**src/sv/irn_pkg.sv**
```systemverilog
// shared types, constants and symbol tables for the integer to roman numeral converter
package irn_pkg;

  localparam int unsigned ValueWidth  = 12;
  localparam int unsigned SymWidth    = 7;
  localparam int unsigned NumDigits   = 4;
  localparam int unsigned DigitWidth  = 4;
  localparam int unsigned PosWidth    = 2;
  localparam int unsigned IdxWidth    = 2;
  localparam int unsigned LenWidth    = 3;
  localparam int unsigned MaxValue    = 3999;
  localparam int unsigned QueueDepth  = 2;
  localparam int unsigned QueuePtrW   = 1;
  localparam int unsigned QueueCntW   = 2;

  // digit positions, most significant first
  localparam logic [PosWidth-1:0] PosThou = 2'd0;
  localparam logic [PosWidth-1:0] PosHund = 2'd1;
  localparam logic [PosWidth-1:0] PosTens = 2'd2;
  localparam logic [PosWidth-1:0] PosUnit = 2'd3;

  localparam logic [SymWidth-1:0] SymNone = 7'h00;
  localparam logic [SymWidth-1:0] SymI    = 7'h49;
  localparam logic [SymWidth-1:0] SymV    = 7'h56;
  localparam logic [SymWidth-1:0] SymX    = 7'h58;
  localparam logic [SymWidth-1:0] SymL    = 7'h4C;
  localparam logic [SymWidth-1:0] SymC    = 7'h43;
  localparam logic [SymWidth-1:0] SymD    = 7'h44;
  localparam logic [SymWidth-1:0] SymM    = 7'h4D;

  // decimal digits of one item, as handed from the front part to the back part
  typedef struct packed {
    logic                                 err;
    logic [NumDigits-1:0][DigitWidth-1:0] dig;
  } digits_t;

  function automatic logic [LenWidth-1:0] dig_len(input logic [DigitWidth-1:0] d);
    logic [LenWidth-1:0] len;
    case (d)
      4'd0:    len = 3'd0;
      4'd1:    len = 3'd1;
      4'd2:    len = 3'd2;
      4'd3:    len = 3'd3;
      4'd4:    len = 3'd2;
      4'd5:    len = 3'd1;
      4'd6:    len = 3'd2;
      4'd7:    len = 3'd3;
      4'd8:    len = 3'd4;
      4'd9:    len = 3'd2;
      default: len = 3'd0;
    endcase
    return len;
  endfunction

  function automatic logic [SymWidth-1:0] sym_one(input logic [PosWidth-1:0] pos);
    logic [SymWidth-1:0] s;
    case (pos)
      PosThou: s = SymM;
      PosHund: s = SymC;
      PosTens: s = SymX;
      PosUnit: s = SymI;
      default: s = SymNone;
    endcase
    return s;
  endfunction

  function automatic logic [SymWidth-1:0] sym_five(input logic [PosWidth-1:0] pos);
    logic [SymWidth-1:0] s;
    case (pos)
      PosHund: s = SymD;
      PosTens: s = SymL;
      PosUnit: s = SymV;
      default: s = SymNone;
    endcase
    return s;
  endfunction

  function automatic logic [SymWidth-1:0] sym_ten(input logic [PosWidth-1:0] pos);
    logic [SymWidth-1:0] s;
    case (pos)
      PosHund: s = SymM;
      PosTens: s = SymC;
      PosUnit: s = SymX;
      default: s = SymNone;
    endcase
    return s;
  endfunction

  // character number idx of digit d written at position pos
  function automatic logic [SymWidth-1:0] dig_sym(input logic [DigitWidth-1:0] d,
                                                  input logic [IdxWidth-1:0]   idx,
                                                  input logic [PosWidth-1:0]   pos);
    logic [SymWidth-1:0] s;
    if (d == 4'd9) begin
      s = (idx == 2'd0) ? sym_one(pos) : sym_ten(pos);
    end else if (d >= 4'd5) begin
      s = (idx == 2'd0) ? sym_five(pos) : sym_one(pos);
    end else if (d == 4'd4) begin
      s = (idx == 2'd0) ? sym_one(pos) : sym_five(pos);
    end else begin
      s = sym_one(pos);
    end
    return s;
  endfunction

endpackage

```
**src/sv/irn_front.sv**
```systemverilog
// front part: takes values, checks range and splits them into decimal digits
module irn_front (
  input  logic                                clk_i,
  input  logic                                rst_ni,
  input  logic                                in_valid_i,
  output logic                                in_stall_o,
  input  logic [irn_pkg::ValueWidth-1:0]      value_i,
  output logic                                push_o,
  output irn_pkg::digits_t                    push_data_o,
  input  logic                                full_i
);

  typedef enum logic [2:0] {
    FIdle = 3'b001,
    FConv = 3'b010,
    FPush = 3'b100
  } front_state_e;

  localparam int unsigned RemW = irn_pkg::ValueWidth + 2;

  front_state_e                          state_q, state_d;
  logic [irn_pkg::ValueWidth-1:0]        rem_q, rem_d;
  logic [irn_pkg::PosWidth-1:0]          step_q, step_d;
  logic                                  err_q, err_d;
  logic [irn_pkg::NumDigits-1:0][irn_pkg::DigitWidth-1:0] dig_q, dig_d;

  logic [RemW-1:0]                       scale;
  logic [RemW-1:0]                       sub;
  logic [irn_pkg::DigitWidth-1:0]        digit;
  logic [RemW-1:0]                       rem_wide;

  always_comb begin
    case (step_q)
      irn_pkg::PosThou: scale = RemW'(1000);
      irn_pkg::PosHund: scale = RemW'(100);
      default:          scale = RemW'(10);
    endcase
  end

  // one decimal digit per cycle by parallel compares against its multiples
  always_comb begin
    rem_wide = {2'b00, rem_q};
    sub      = '0;
    digit    = '0;
    for (int k = 1; k < 10; k++) begin
      if (rem_wide >= RemW'(k) * scale) begin
        sub   = RemW'(k) * scale;
        digit = irn_pkg::DigitWidth'(k);
      end
    end
  end

  always_comb begin
    state_d = state_q;
    rem_d   = rem_q;
    step_d  = step_q;
    err_d   = err_q;
    dig_d   = dig_q;
    case (state_q)
      FIdle: begin
        if (in_valid_i) begin
          rem_d  = value_i;
          step_d = irn_pkg::PosThou;
          err_d  = (value_i == '0) || (value_i > irn_pkg::ValueWidth'(irn_pkg::MaxValue));
          dig_d  = '0;
          state_d = err_d ? FPush : FConv;
        end
      end
      FConv: begin
        dig_d[step_q] = digit;
        rem_d = irn_pkg::ValueWidth'(rem_wide - sub);
        if (step_q == irn_pkg::PosTens) begin
          dig_d[irn_pkg::PosUnit] = rem_d[irn_pkg::DigitWidth-1:0];
          state_d = FPush;
        end else begin
          step_d = step_q + 2'd1;
        end
      end
      FPush: begin
        if (!full_i) begin
          state_d = FIdle;
        end
      end
      default: state_d = FIdle;
    endcase
  end

  always_ff @(posedge clk_i or negedge rst_ni) begin
    if (!rst_ni) begin
      state_q <= FIdle;
    end else begin
      state_q <= state_d;
    end
  end

  always_ff @(posedge clk_i) begin
    rem_q  <= rem_d;
    step_q <= step_d;
    err_q  <= err_d;
    dig_q  <= dig_d;
  end

  assign in_stall_o       = (state_q != FIdle);
  assign push_o           = (state_q == FPush) && !full_i;
  assign push_data_o.err  = err_q;
  assign push_data_o.dig  = dig_q;

endmodule

```
**src/sv/irn_queue.sv**
```systemverilog
// short queue of digit sets between the front and back parts
module irn_queue (
  input  logic             clk_i,
  input  logic             rst_ni,
  input  logic             push_i,
  input  irn_pkg::digits_t push_data_i,
  output logic             full_o,
  input  logic             pop_i,
  output logic             valid_o,
  output irn_pkg::digits_t data_o
);

  irn_pkg::digits_t                mem_q [irn_pkg::QueueDepth];
  logic [irn_pkg::QueuePtrW-1:0]   wr_q, rd_q;
  logic [irn_pkg::QueueCntW-1:0]   cnt_q;

  always_ff @(posedge clk_i or negedge rst_ni) begin
    if (!rst_ni) begin
      wr_q  <= '0;
      rd_q  <= '0;
      cnt_q <= '0;
    end else begin
      if (push_i) begin
        wr_q <= wr_q + 1'b1;
      end
      if (pop_i) begin
        rd_q <= rd_q + 1'b1;
      end
      cnt_q <= cnt_q + irn_pkg::QueueCntW'(push_i) - irn_pkg::QueueCntW'(pop_i);
    end
  end

  always_ff @(posedge clk_i) begin
    if (push_i) begin
      mem_q[wr_q] <= push_data_i;
    end
  end

  assign full_o  = (cnt_q == irn_pkg::QueueCntW'(irn_pkg::QueueDepth));
  assign valid_o = (cnt_q != '0);
  assign data_o  = mem_q[rd_q];

endmodule

```
**src/sv/irn_back.sv**
```systemverilog
// back part: writes out the numeral one character per transfer
module irn_back (
  input  logic                              clk_i,
  input  logic                              rst_ni,
  input  logic                              q_valid_i,
  input  irn_pkg::digits_t                  q_data_i,
  output logic                              pop_o,
  output logic                              out_valid_o,
  input  logic                              out_stall_i,
  output logic [irn_pkg::SymWidth-1:0]      symbol_o,
  output logic                              last_o,
  output logic                              out_of_range_o
);

  logic                                                   busy_q;
  logic                                                   err_q;
  logic [irn_pkg::NumDigits-1:0][irn_pkg::DigitWidth-1:0] dig_q;
  logic [irn_pkg::PosWidth-1:0]                           pos_q;
  logic [irn_pkg::IdxWidth-1:0]                           idx_q;
  logic                                                   out_valid_q;
  logic [irn_pkg::SymWidth-1:0]                           symbol_q;
  logic                                                   last_q;
  logic                                                   oor_q;

  logic [irn_pkg::DigitWidth-1:0] cur;
  logic [irn_pkg::LenWidth-1:0]   len;
  logic                           digit_end;
  logic                           nxt_found;
  logic [irn_pkg::PosWidth-1:0]   nxt_pos;
  logic [irn_pkg::PosWidth-1:0]   first_pos;
  logic                           can_emit;
  logic                           emit_last;
  logic [irn_pkg::SymWidth-1:0]   sym;

  always_comb begin
    cur       = dig_q[pos_q];
    len       = irn_pkg::dig_len(cur);
    digit_end = ({1'b0, idx_q} + 3'd1) == len;
    sym       = err_q ? irn_pkg::SymNone : irn_pkg::dig_sym(cur, idx_q, pos_q);
    nxt_found = 1'b0;
    nxt_pos   = pos_q;
    for (int p = irn_pkg::NumDigits - 1; p >= 0; p--) begin
      if ((irn_pkg::PosWidth'(p) > pos_q) && (dig_q[p] != '0)) begin
        nxt_found = 1'b1;
        nxt_pos   = irn_pkg::PosWidth'(p);
      end
    end
    first_pos = irn_pkg::PosUnit;
    for (int p = irn_pkg::NumDigits - 1; p >= 0; p--) begin
      if (q_data_i.dig[p] != '0) begin
        first_pos = irn_pkg::PosWidth'(p);
      end
    end
  end

  assign can_emit  = busy_q && (!out_valid_q || !out_stall_i);
  assign emit_last = err_q || (digit_end && !nxt_found);
  assign pop_o     = q_valid_i && (!busy_q || (can_emit && emit_last));

  always_ff @(posedge clk_i or negedge rst_ni) begin
    if (!rst_ni) begin
      busy_q      <= 1'b0;
      out_valid_q <= 1'b0;
    end else begin
      if (pop_o) begin
        busy_q <= 1'b1;
      end else if (can_emit && emit_last) begin
        busy_q <= 1'b0;
      end
      if (can_emit) begin
        out_valid_q <= 1'b1;
      end else if (!out_stall_i) begin
        out_valid_q <= 1'b0;
      end
    end
  end

  always_ff @(posedge clk_i) begin
    if (pop_o) begin
      err_q <= q_data_i.err;
      dig_q <= q_data_i.dig;
      pos_q <= first_pos;
      idx_q <= '0;
    end else if (can_emit) begin
      if (digit_end) begin
        pos_q <= nxt_pos;
        idx_q <= '0;
      end else begin
        idx_q <= idx_q + 2'd1;
      end
    end
    if (can_emit) begin
      symbol_q <= sym;
      last_q   <= emit_last;
      oor_q    <= err_q;
    end
  end

  assign out_valid_o    = out_valid_q;
  assign symbol_o       = symbol_q;
  assign last_o         = last_q;
  assign out_of_range_o = oor_q;

endmodule

```
**src/sv/integer_to_roman_numeral.sv**
```systemverilog
// top level of the integer to roman numeral converter
// Converts a 12-bit value from 1 to 3999 into its Roman numeral, one uppercase ASCII
// character per output transfer, left to right, with last_o on the final character.
// A value of 0 or above 3999 gives a single transfer with symbol 0, last_o and
// out_of_range_o set. The front part takes no new value until it has pushed the
// digits of the current one into the queue; it finds one decimal digit per cycle
// by compare and subtract. The back part gives one character per cycle while
// out_stall_i is low; a numeral has 1 to 15 characters, and a two-entry queue
// between the parts lets the front convert the next value while the back is still
// writing out the current one.
module integer_to_roman_numeral (
  input  logic                              clk_i,
  input  logic                              rst_ni,
  input  logic                              in_valid_i,
  output logic                              in_stall_o,
  input  logic [irn_pkg::ValueWidth-1:0]    value_i,
  output logic                              out_valid_o,
  input  logic                              out_stall_i,
  output logic [irn_pkg::SymWidth-1:0]      symbol_o,
  output logic                              last_o,
  output logic                              out_of_range_o
);

  logic             push;
  logic             full;
  logic             pop;
  logic             q_valid;
  irn_pkg::digits_t push_data;
  irn_pkg::digits_t q_data;

  irn_front u_front (
    .clk_i       (clk_i),
    .rst_ni      (rst_ni),
    .in_valid_i  (in_valid_i),
    .in_stall_o  (in_stall_o),
    .value_i     (value_i),
    .push_o      (push),
    .push_data_o (push_data),
    .full_i      (full)
  );

  irn_queue u_queue (
    .clk_i       (clk_i),
    .rst_ni      (rst_ni),
    .push_i      (push),
    .push_data_i (push_data),
    .full_o      (full),
    .pop_i       (pop),
    .valid_o     (q_valid),
    .data_o      (q_data)
  );

  irn_back u_back (
    .clk_i          (clk_i),
    .rst_ni         (rst_ni),
    .q_valid_i      (q_valid),
    .q_data_i       (q_data),
    .pop_o          (pop),
    .out_valid_o    (out_valid_o),
    .out_stall_i    (out_stall_i),
    .symbol_o       (symbol_o),
    .last_o         (last_o),
    .out_of_range_o (out_of_range_o)
  );

endmodule
```
**config.mk**
```make
export PLATFORM = sky130hd
export DESIGN_NAME = integer_to_roman_numeral
export DESIGN_NICKNAME = d
export VERILOG_FILES = /design/src/sv/irn_pkg.sv /design/src/sv/irn_front.sv /design/src/sv/irn_queue.sv /design/src/sv/irn_back.sv /design/src/sv/integer_to_roman_numeral.sv
export SDC_FILE = /design/constraint.sdc
export NUM_CORES = 1
export LEC_CHECK = 0
export BUFFER_PORTS_ARGS = -buffer_cell sky130_fd_sc_hd__buf_2
export CELL_PAD_IN_SITES_DETAIL_PLACEMENT = 0
export CELL_PAD_IN_SITES_GLOBAL_PLACEMENT = 2
export CORE_UTILIZATION = 25
export DETAILED_ROUTE_END_ITERATION = 8
export PLACE_DENSITY_LB_ADDON = 0.1
export SYNTH_ARGS = -nofsm -noshare
export SYNTH_HDL_FRONTEND = slang
export SYNTH_HIERARCHICAL = 1
export SYNTH_SLANG_ARGS = --single-unit
export TNS_END_PERCENT = 50
```
**constraint.sdc**
```tcl
create_clock -name clk_i -period 8.93 [get_ports clk_i]
set_input_delay 2.679 -clock clk_i [delete_from_list [all_inputs] [get_ports clk_i]]
set_output_delay 2.679 -clock clk_i [all_outputs]
set_load 0.05 [all_outputs]
```
---- Word-level counts from Yosys, hierarchy flattened ----
Memory sizes are Yosys's and may differ from the RTL's.
Index checks and enable logic that the tools add are counted.
Widths: inputs -> output; s select.
storage, ports and cells
  flip-flop bits (word level) ............. 70
  RAM bits ................................ 34
  memory bits (read-only) ................. 48
  input port bits ......................... 16
  output and inout port bits .............. 11
  memories ................................ 2
memory list
  memory            words  width  rd ports  clocked after memory_dff  wr ports  RTL line         source
  (name not given)  16     3      1         0                         0         irn_pkg.sv:39    case (d)
  u_queue.mem_q     2      17     1         0                         1         irn_queue.sv:13  irn_pkg::digits_t mem_q [irn_pkg::QueueDepth];
cells by class
  add/sub/neg operators ................... 8
  multipliers ............................. 5
  order comparisons ....................... 18
  equality and inequality tests ........... 18
  mux-type cells .......................... 67
  reduce and logical (&&, ||, !) cells .... 41
operators by type and width
  operator               count
  $mux 12                8
  $ge 12x13->1           4
  $mux 7                 6
  $pmux 7 s3             2
  $pmux 16 s2            1
  $ge 12x14->1           2
  $mux 2                 14
  $pmux 7 s4             1
  $reduce_bool 4->1      7
  $mul 3x10->13 const A  2
  $mul 2x10->12 const A  2
  $mux 3                 8
  $pmux 12 s2            1
  $mux 4                 5
  $pmux 10 s2            1
  $bwmux 16              1
  $mux 16                1
  $mul 4x10->14 const A  1
  $ge 12x10->1           1
  $ge 12x11->1           1
  $ge 12x12->1           1
  $gt 12x12->1 const B   1
  $logic_not 12->1       1
  $mux 1                 12
  other kinds (36)       73

---- Longest topological paths before layout ----
  depth after elaboration ................. 15
  gate-level depth with buffers ........... 24
  gate-level depth less buffers ........... 22

---- Hierarchy ----
The synthesis kept the hierarchy.
modules (own cells, without submodules)
  module     times used  cells each  area each (µm²)  sequential area each (µm²)
  irn_front  1           518         4337.9           1007.2
  irn_back   1           160         1869.3           900.9
  irn_queue  1           68          1476.4           1121.1

---- Worst setup path after synthesis ----
OpenSTA, ideal clock, no wires.
  kind .................................... reg-to-reg
  start point ............................. reg u_front/step_q[1] (netlist name)
  end point ............................... reg u_front/rem_q[11] (netlist name), data pin
  library setup time ...................... 0.257 ns
  arrival time ............................ 5.101 ns
  required time ........................... 8.673 ns
  path slack .............................. 3.572 ns
  stages on the path, launching flop included .. 23
  path buffers ............................ 3
  cell sequence ........................... edfxtp_1 > inv_1 > ha_1 > clkbuf_1 > clkbuf_1 > xnor2_1 > ha_1 > a2111oi_0 > o21ai_0 > o211ai_1 > o41ai_2 > buf_2 > nor3_1 > o21ai_1 > o311a_1 > ha_1 > or3_1 > o31ai_1 > nor4bb_1 > a211oi_1 > or4_1 > o211a_1 > nand2_1
between the ends
  cells in the longest elaborated chain, start to end .. 14
  elaborated cells between the ends (all ways) .. 28
ends and longest elaborated chain
  what                                                  RTL line         source
  start, declared                                       irn_front.sv:23  logic [irn_pkg::PosWidth-1:0] step_q, step_d;
  start signal, assigned                                irn_front.sv:98  step_q <= step_d;
  $eq 2x1->1 / $logic_not 2->1 (equally long branches)  irn_front.sv:33  case (step_q)
  $pmux 10 s2 (*)                                       irn_front.sv:33
  branches (longest 9 deep; another with $ge 12x14->1)  --
  $mux 12 (*)                                           irn_front.sv:46  if (rem_wide >= RemW'(k) * scale) begin
  $sub 12x12->12 (*)                                    irn_front.sv:71  rem_d = irn_pkg::ValueWidth'(rem_wide - sub);
  $pmux 12 s2 (*)                                       irn_front.sv:59  case (state_q)
  via u_front.rem_d, one bit                            irn_front.sv:22  logic [irn_pkg::ValueWidth-1:0] rem_q, rem_d;
  end signal, assigned                                  irn_front.sv:97  rem_q <= rem_d;
  end, declared                                         irn_front.sv:22
Mark *: on every way through the listed nets, which the timed path passes.
A chain may end at the register's enable or synchronous reset.

---- Worst setup path after layout ----
Ends and elaborated chain as after synthesis.

==> results.txt <==
----------------------------------------------------
[Timing]
  Count of endpoints failing setup in the final report ... 0
  Hold Violations, Final ... 0
  Slew of the pin with the lowest slew margin ... 1.08 ns
  Clock tree skew after final layout ... 0.0233 ns
  Fin crit share ... 0.756
  RSZ-0062 raised after global routing ... no
  Post-route setup TNS ... 0 ns
  Worst setup margin ... 2.18 ns
  Maximum clock rate ... 0.148 GHz
  Minimum clock period ... 6.75 ns
  Pins over their slew limit ... 0
  Hold Worst Slack ... 0.457 ns
  Relative slew margins ... 0.271

[Place]
  Worst setup slack before clock tree synthesis ... 2.22 ns
  Port buffer count ... 25
  Detailed-placement wirelength estimate ... 18,600 um
  Instance area at placement ... 0.00818 mm2
  Global placement routability congestion ... 0.872

[Global route]
  Via count of the first global-routing pass ... 5,937
  GR met3 Demand/Resource ... 0.0212
  Most used routing layer in global routing ... met2
  Largest net degree at the start of global routing ... 40
  Residual overflow from global routing ... 0
  Initial antenna violation count ... 0
  Fraction of met2 tracks used by global routing ... 0.239
  Global routing met1 resource utilization ... 0.233
  Wire length of the first global-routing pass ... 36,900 um
  Total routing resource utilization after global routing ... 0.158

[Detailed routing]
  Starting DRC count in detailed routing ... 451
  Antenna-violating nets left ... 0
  Total number of vias ... 5,902
  Pre-Repair DR Iteration Count ... 4
  Drt total wl ... 24,100 um
  Vias per inst ... 5.11
  DRC viols ... 0
  Mean routed wirelength per cell ... 20.8 um

[Cells and area]
  Final std cell area, no fill ... 0.00849 mm2
  Ant diodes ... 0
  Layout-stage area growth over the synthesis result ... 10.5%
  Fraction of layout cells with a size suffix above 1 ... 0.139
  Layout net count ... 856

[Floorplanning]
  Count of pins on the block boundary ... 27
  Die Span X ... 177 um
  Floorplan core area ... 0.0300 mm2
  Die ar. ... 0.0314 mm2
  Placement row count ... 63
  Initial Utilization ... 0.257
  Vertical die dimension ... 177 um

[CTS]
  Number of buffers added to fix hold violations after cts ... 0
  Number of buffers created by CTS ... 9
  # Post-CTS Setup Buffers ... 0
  CTS sink count ... 103
  Number of instances resized during post-cts repair ... 0
  Buffer type at the clock tree root ... clkbuf_16
  CTS tree ... done
  Clock transition at the registers of the reported paths ... 0.09 ns
  CTS Buffer Depth ... 2
  Worst-Skew Late Latency ... 0.36 ns
  H-tree Lvls ... 3

[Logic synthesis]
  Synthesis warning total ... 6
  Post-synthesis average cell area ... 10.3 um2
  Mapped Area ... 0.00768 mm2
  Synth Register Bits ... 103
  Largest area contributor in the netlist ... edfxtp_1
  Post-synthesis cell type count ... 95
  Fraction of synthesis flops using an asynchronous set or reset pin ... 0.0874
  Cells after Synth ... 746
  Sequential share of the synthesized area ... 0.394
  Yosys top cell area share ... 0.360
  Most area-consuming cells after synthesis ... edfxtp_1, ha_1, nand2_1
  Main flop type after synthesis ... edfxtp_1
  Number of flops mapped to enable cells by yosys ... 92
  Syn_nets ... 843

[Setup path]
  Worst EP required ... 9.05 ns
  Largest driver fanout on the critical path ... 15
  Number of buffer and inverter stages on the critical path ... 2
  Path type of the worst setup path ... reg -> reg
  Cell chain of the critical path ... inv_1 > ha_1 > ha_1 > inv_1 > ha_1 > a21oi_1 > o21ai_0 > o211ai_1 > o221ai_1 > o31a_1 > o21a_1 > nor2_1 > ha_1 > o211ai_1 > a21oi_1 > o31ai_1 > nor4bb_1 > a211oi_1 > or4_1 > o211a_1 > nand2_1
  Flop-to-flop setup slack ... 2.18 ns
  Critical register-to-register path startpoint ... u_front/step_q[1]
  Most Frequent Cell on Critical Path ... ha_1
  Largest stage delay, worst path ... 0.78 ns
  Slowest-stage cell, CP ... o221ai_1
  Worst setup SP type ... flip-flop
  Reg2reg end ... u_front/rem_q[11]
  Arrival time of data at the critical path endpoint ... 6.87 ns
  Gate family responsible for the most delay along the worst path ... compound AO/OA/AOI/OAI gates
  Crit end category ... flip-flop
  Count of cells along the worst register-to-register path ... 21

[Run status]
  Status ... complete, no violations

[Worst hold path]
  Cell depth of the worst hold path ... 0
  Hold Path Sink ... u_queue/mem_q[0][16]
  Startpoint of the worst hold path ... u_front/err_q
  Worst min path class ... reg -> reg

[Job]
  Reported max-cap violation count ... 0

----------------------------------------------------
-- cells in the mapped netlist, types with 4 or more instances --
cell	number
a21o_1	9
a211oi_1	12
nand2_1	65
nand2b_1	5
dfrtp_1	8
nor4_1	12
nand3b_1	5
buf_2	7
ha_1	81
nor3b_1	5
xor2_1	5
nor2_1	63
o31ai_1	9
nor3_1	20
o21ai_0	40
a21oi_1	29
edfxtp_1	92
o211ai_1	9
o21ai_1	7
a211oi_2	8
clkbuf_1	14
nor2b_1	12
o21a_1	12
a31oi_1	6
inv_1	40
nand3_1	11
xnor2_1	6
nand4_1	4
and3_1	5
mux2i_1	9
and2_1	9
mux2_2	12
mux4_2	4
mux2_4	10
buf_6	4
or4_1	4
-- cells in the final DEF, fill, tap and decap left out, types with 11 or more instances in the layout --
cell type | synthesis | layout
edfxtp_1 | 92 | 92
ha_1 | 81 | 81
nand2_1 | 65 | 65
nor2_1 | 63 | 63
inv_1 | 40 | 40
o21ai_0 | 40 | 40
a21oi_1 | 29 | 29
buf_2 | 7 | 25
nor3_1 | 20 | 20
o21a_1 | 12 | 12
mux2_2 | 12 | 12
nor4_1 | 12 | 12
nor2b_1 | 12 | 12
a211oi_1 | 12 | 12
nand3_1 | 11 | 11
-- worst max path at each step --
stage	cells after the start	slack, ns	endpoint	startpoint
after detailed placement	21	2.22	u_front/rem_q[11]	u_front/step_q[1]
after global placement	20	2.45	u_front/rem_q[11]	u_front/step_q[1]
after CTS	21	2.22	u_front/rem_q[11]	u_front/step_q[1]
after global routing	22	1.71	u_front/rem_q[11]	u_front/step_q[1]
final	21	2.18	u_front/rem_q[11]	u_front/step_q[1]
after floorplan	22	3.57	u_front/rem_q[11]	u_front/step_q[1]
-- cell families (layout without fill, tap and decap cells) --
group,after synthesis,count (layout),share of synthesized area
mux,35,35,0.0606
xor+xnor,12,12,0.0156
simple gates,246,246,0.166
fa+ha+maj,81,81,0.132
buf+inv,73,91,0.0443
other cells,1,1,0.000488
flops,103,103,0.394
compound gates,195,195,0.186
-- worst register-to-register path, delay by kind of cell (launching register included) --
kind                       cells  cell delay [ns]
buffers and inverters          2             0.50
DFF                            1             0.68
AOI/OAI and AO/OA             11             3.16
and+or+nand+nor                4             0.43
adders and majority gates      4             1.77
-- registers in the layout, summed over array words and instances (netlist names), 2 cells and up --
name and count:
u_back/dig_q 16, u_front/state_q 3, u_back/idx_q 2, u_front/step_q 2
u_queue/mem_q 34, u_front/push_data_o 16, u_front/rem_q 12, u_queue/cnt_q 2
u_back/pos_q 2, u_back/symbol_o 6
-- layer usage --
metal,part of all wire,vias to the layer above
li1,-,2846
met1,0.52,2940
met2,0.44,96
met3,0.025,20
met4,0.016,0
met5,0,-
-- area by class of cell --
class	count	area (um2)
fillers	3157	21500
flip-flops and latches	103	3030
multi-input cells	570	4310
repair buffers	35	200
clock inverters	7	81.3
inverters	40	150
well taps	390	488
clock buffers	9	225
-- stage by stage --
| step | util | instances |
|---|---|---|
| floorplan | - | 746 |
| global placement | 0.273 | 1138 |
| detailed placement | 0.273 | 1138 |
| CTS | 0.283 | 1154 |
| global route | 0.283 | 1154 |
| finish | 0.283 | 1154 |
Power is left out: the tool's default activity adds up to more than one toggle a clock period on the data nets, which glitch-free logic cannot reach.
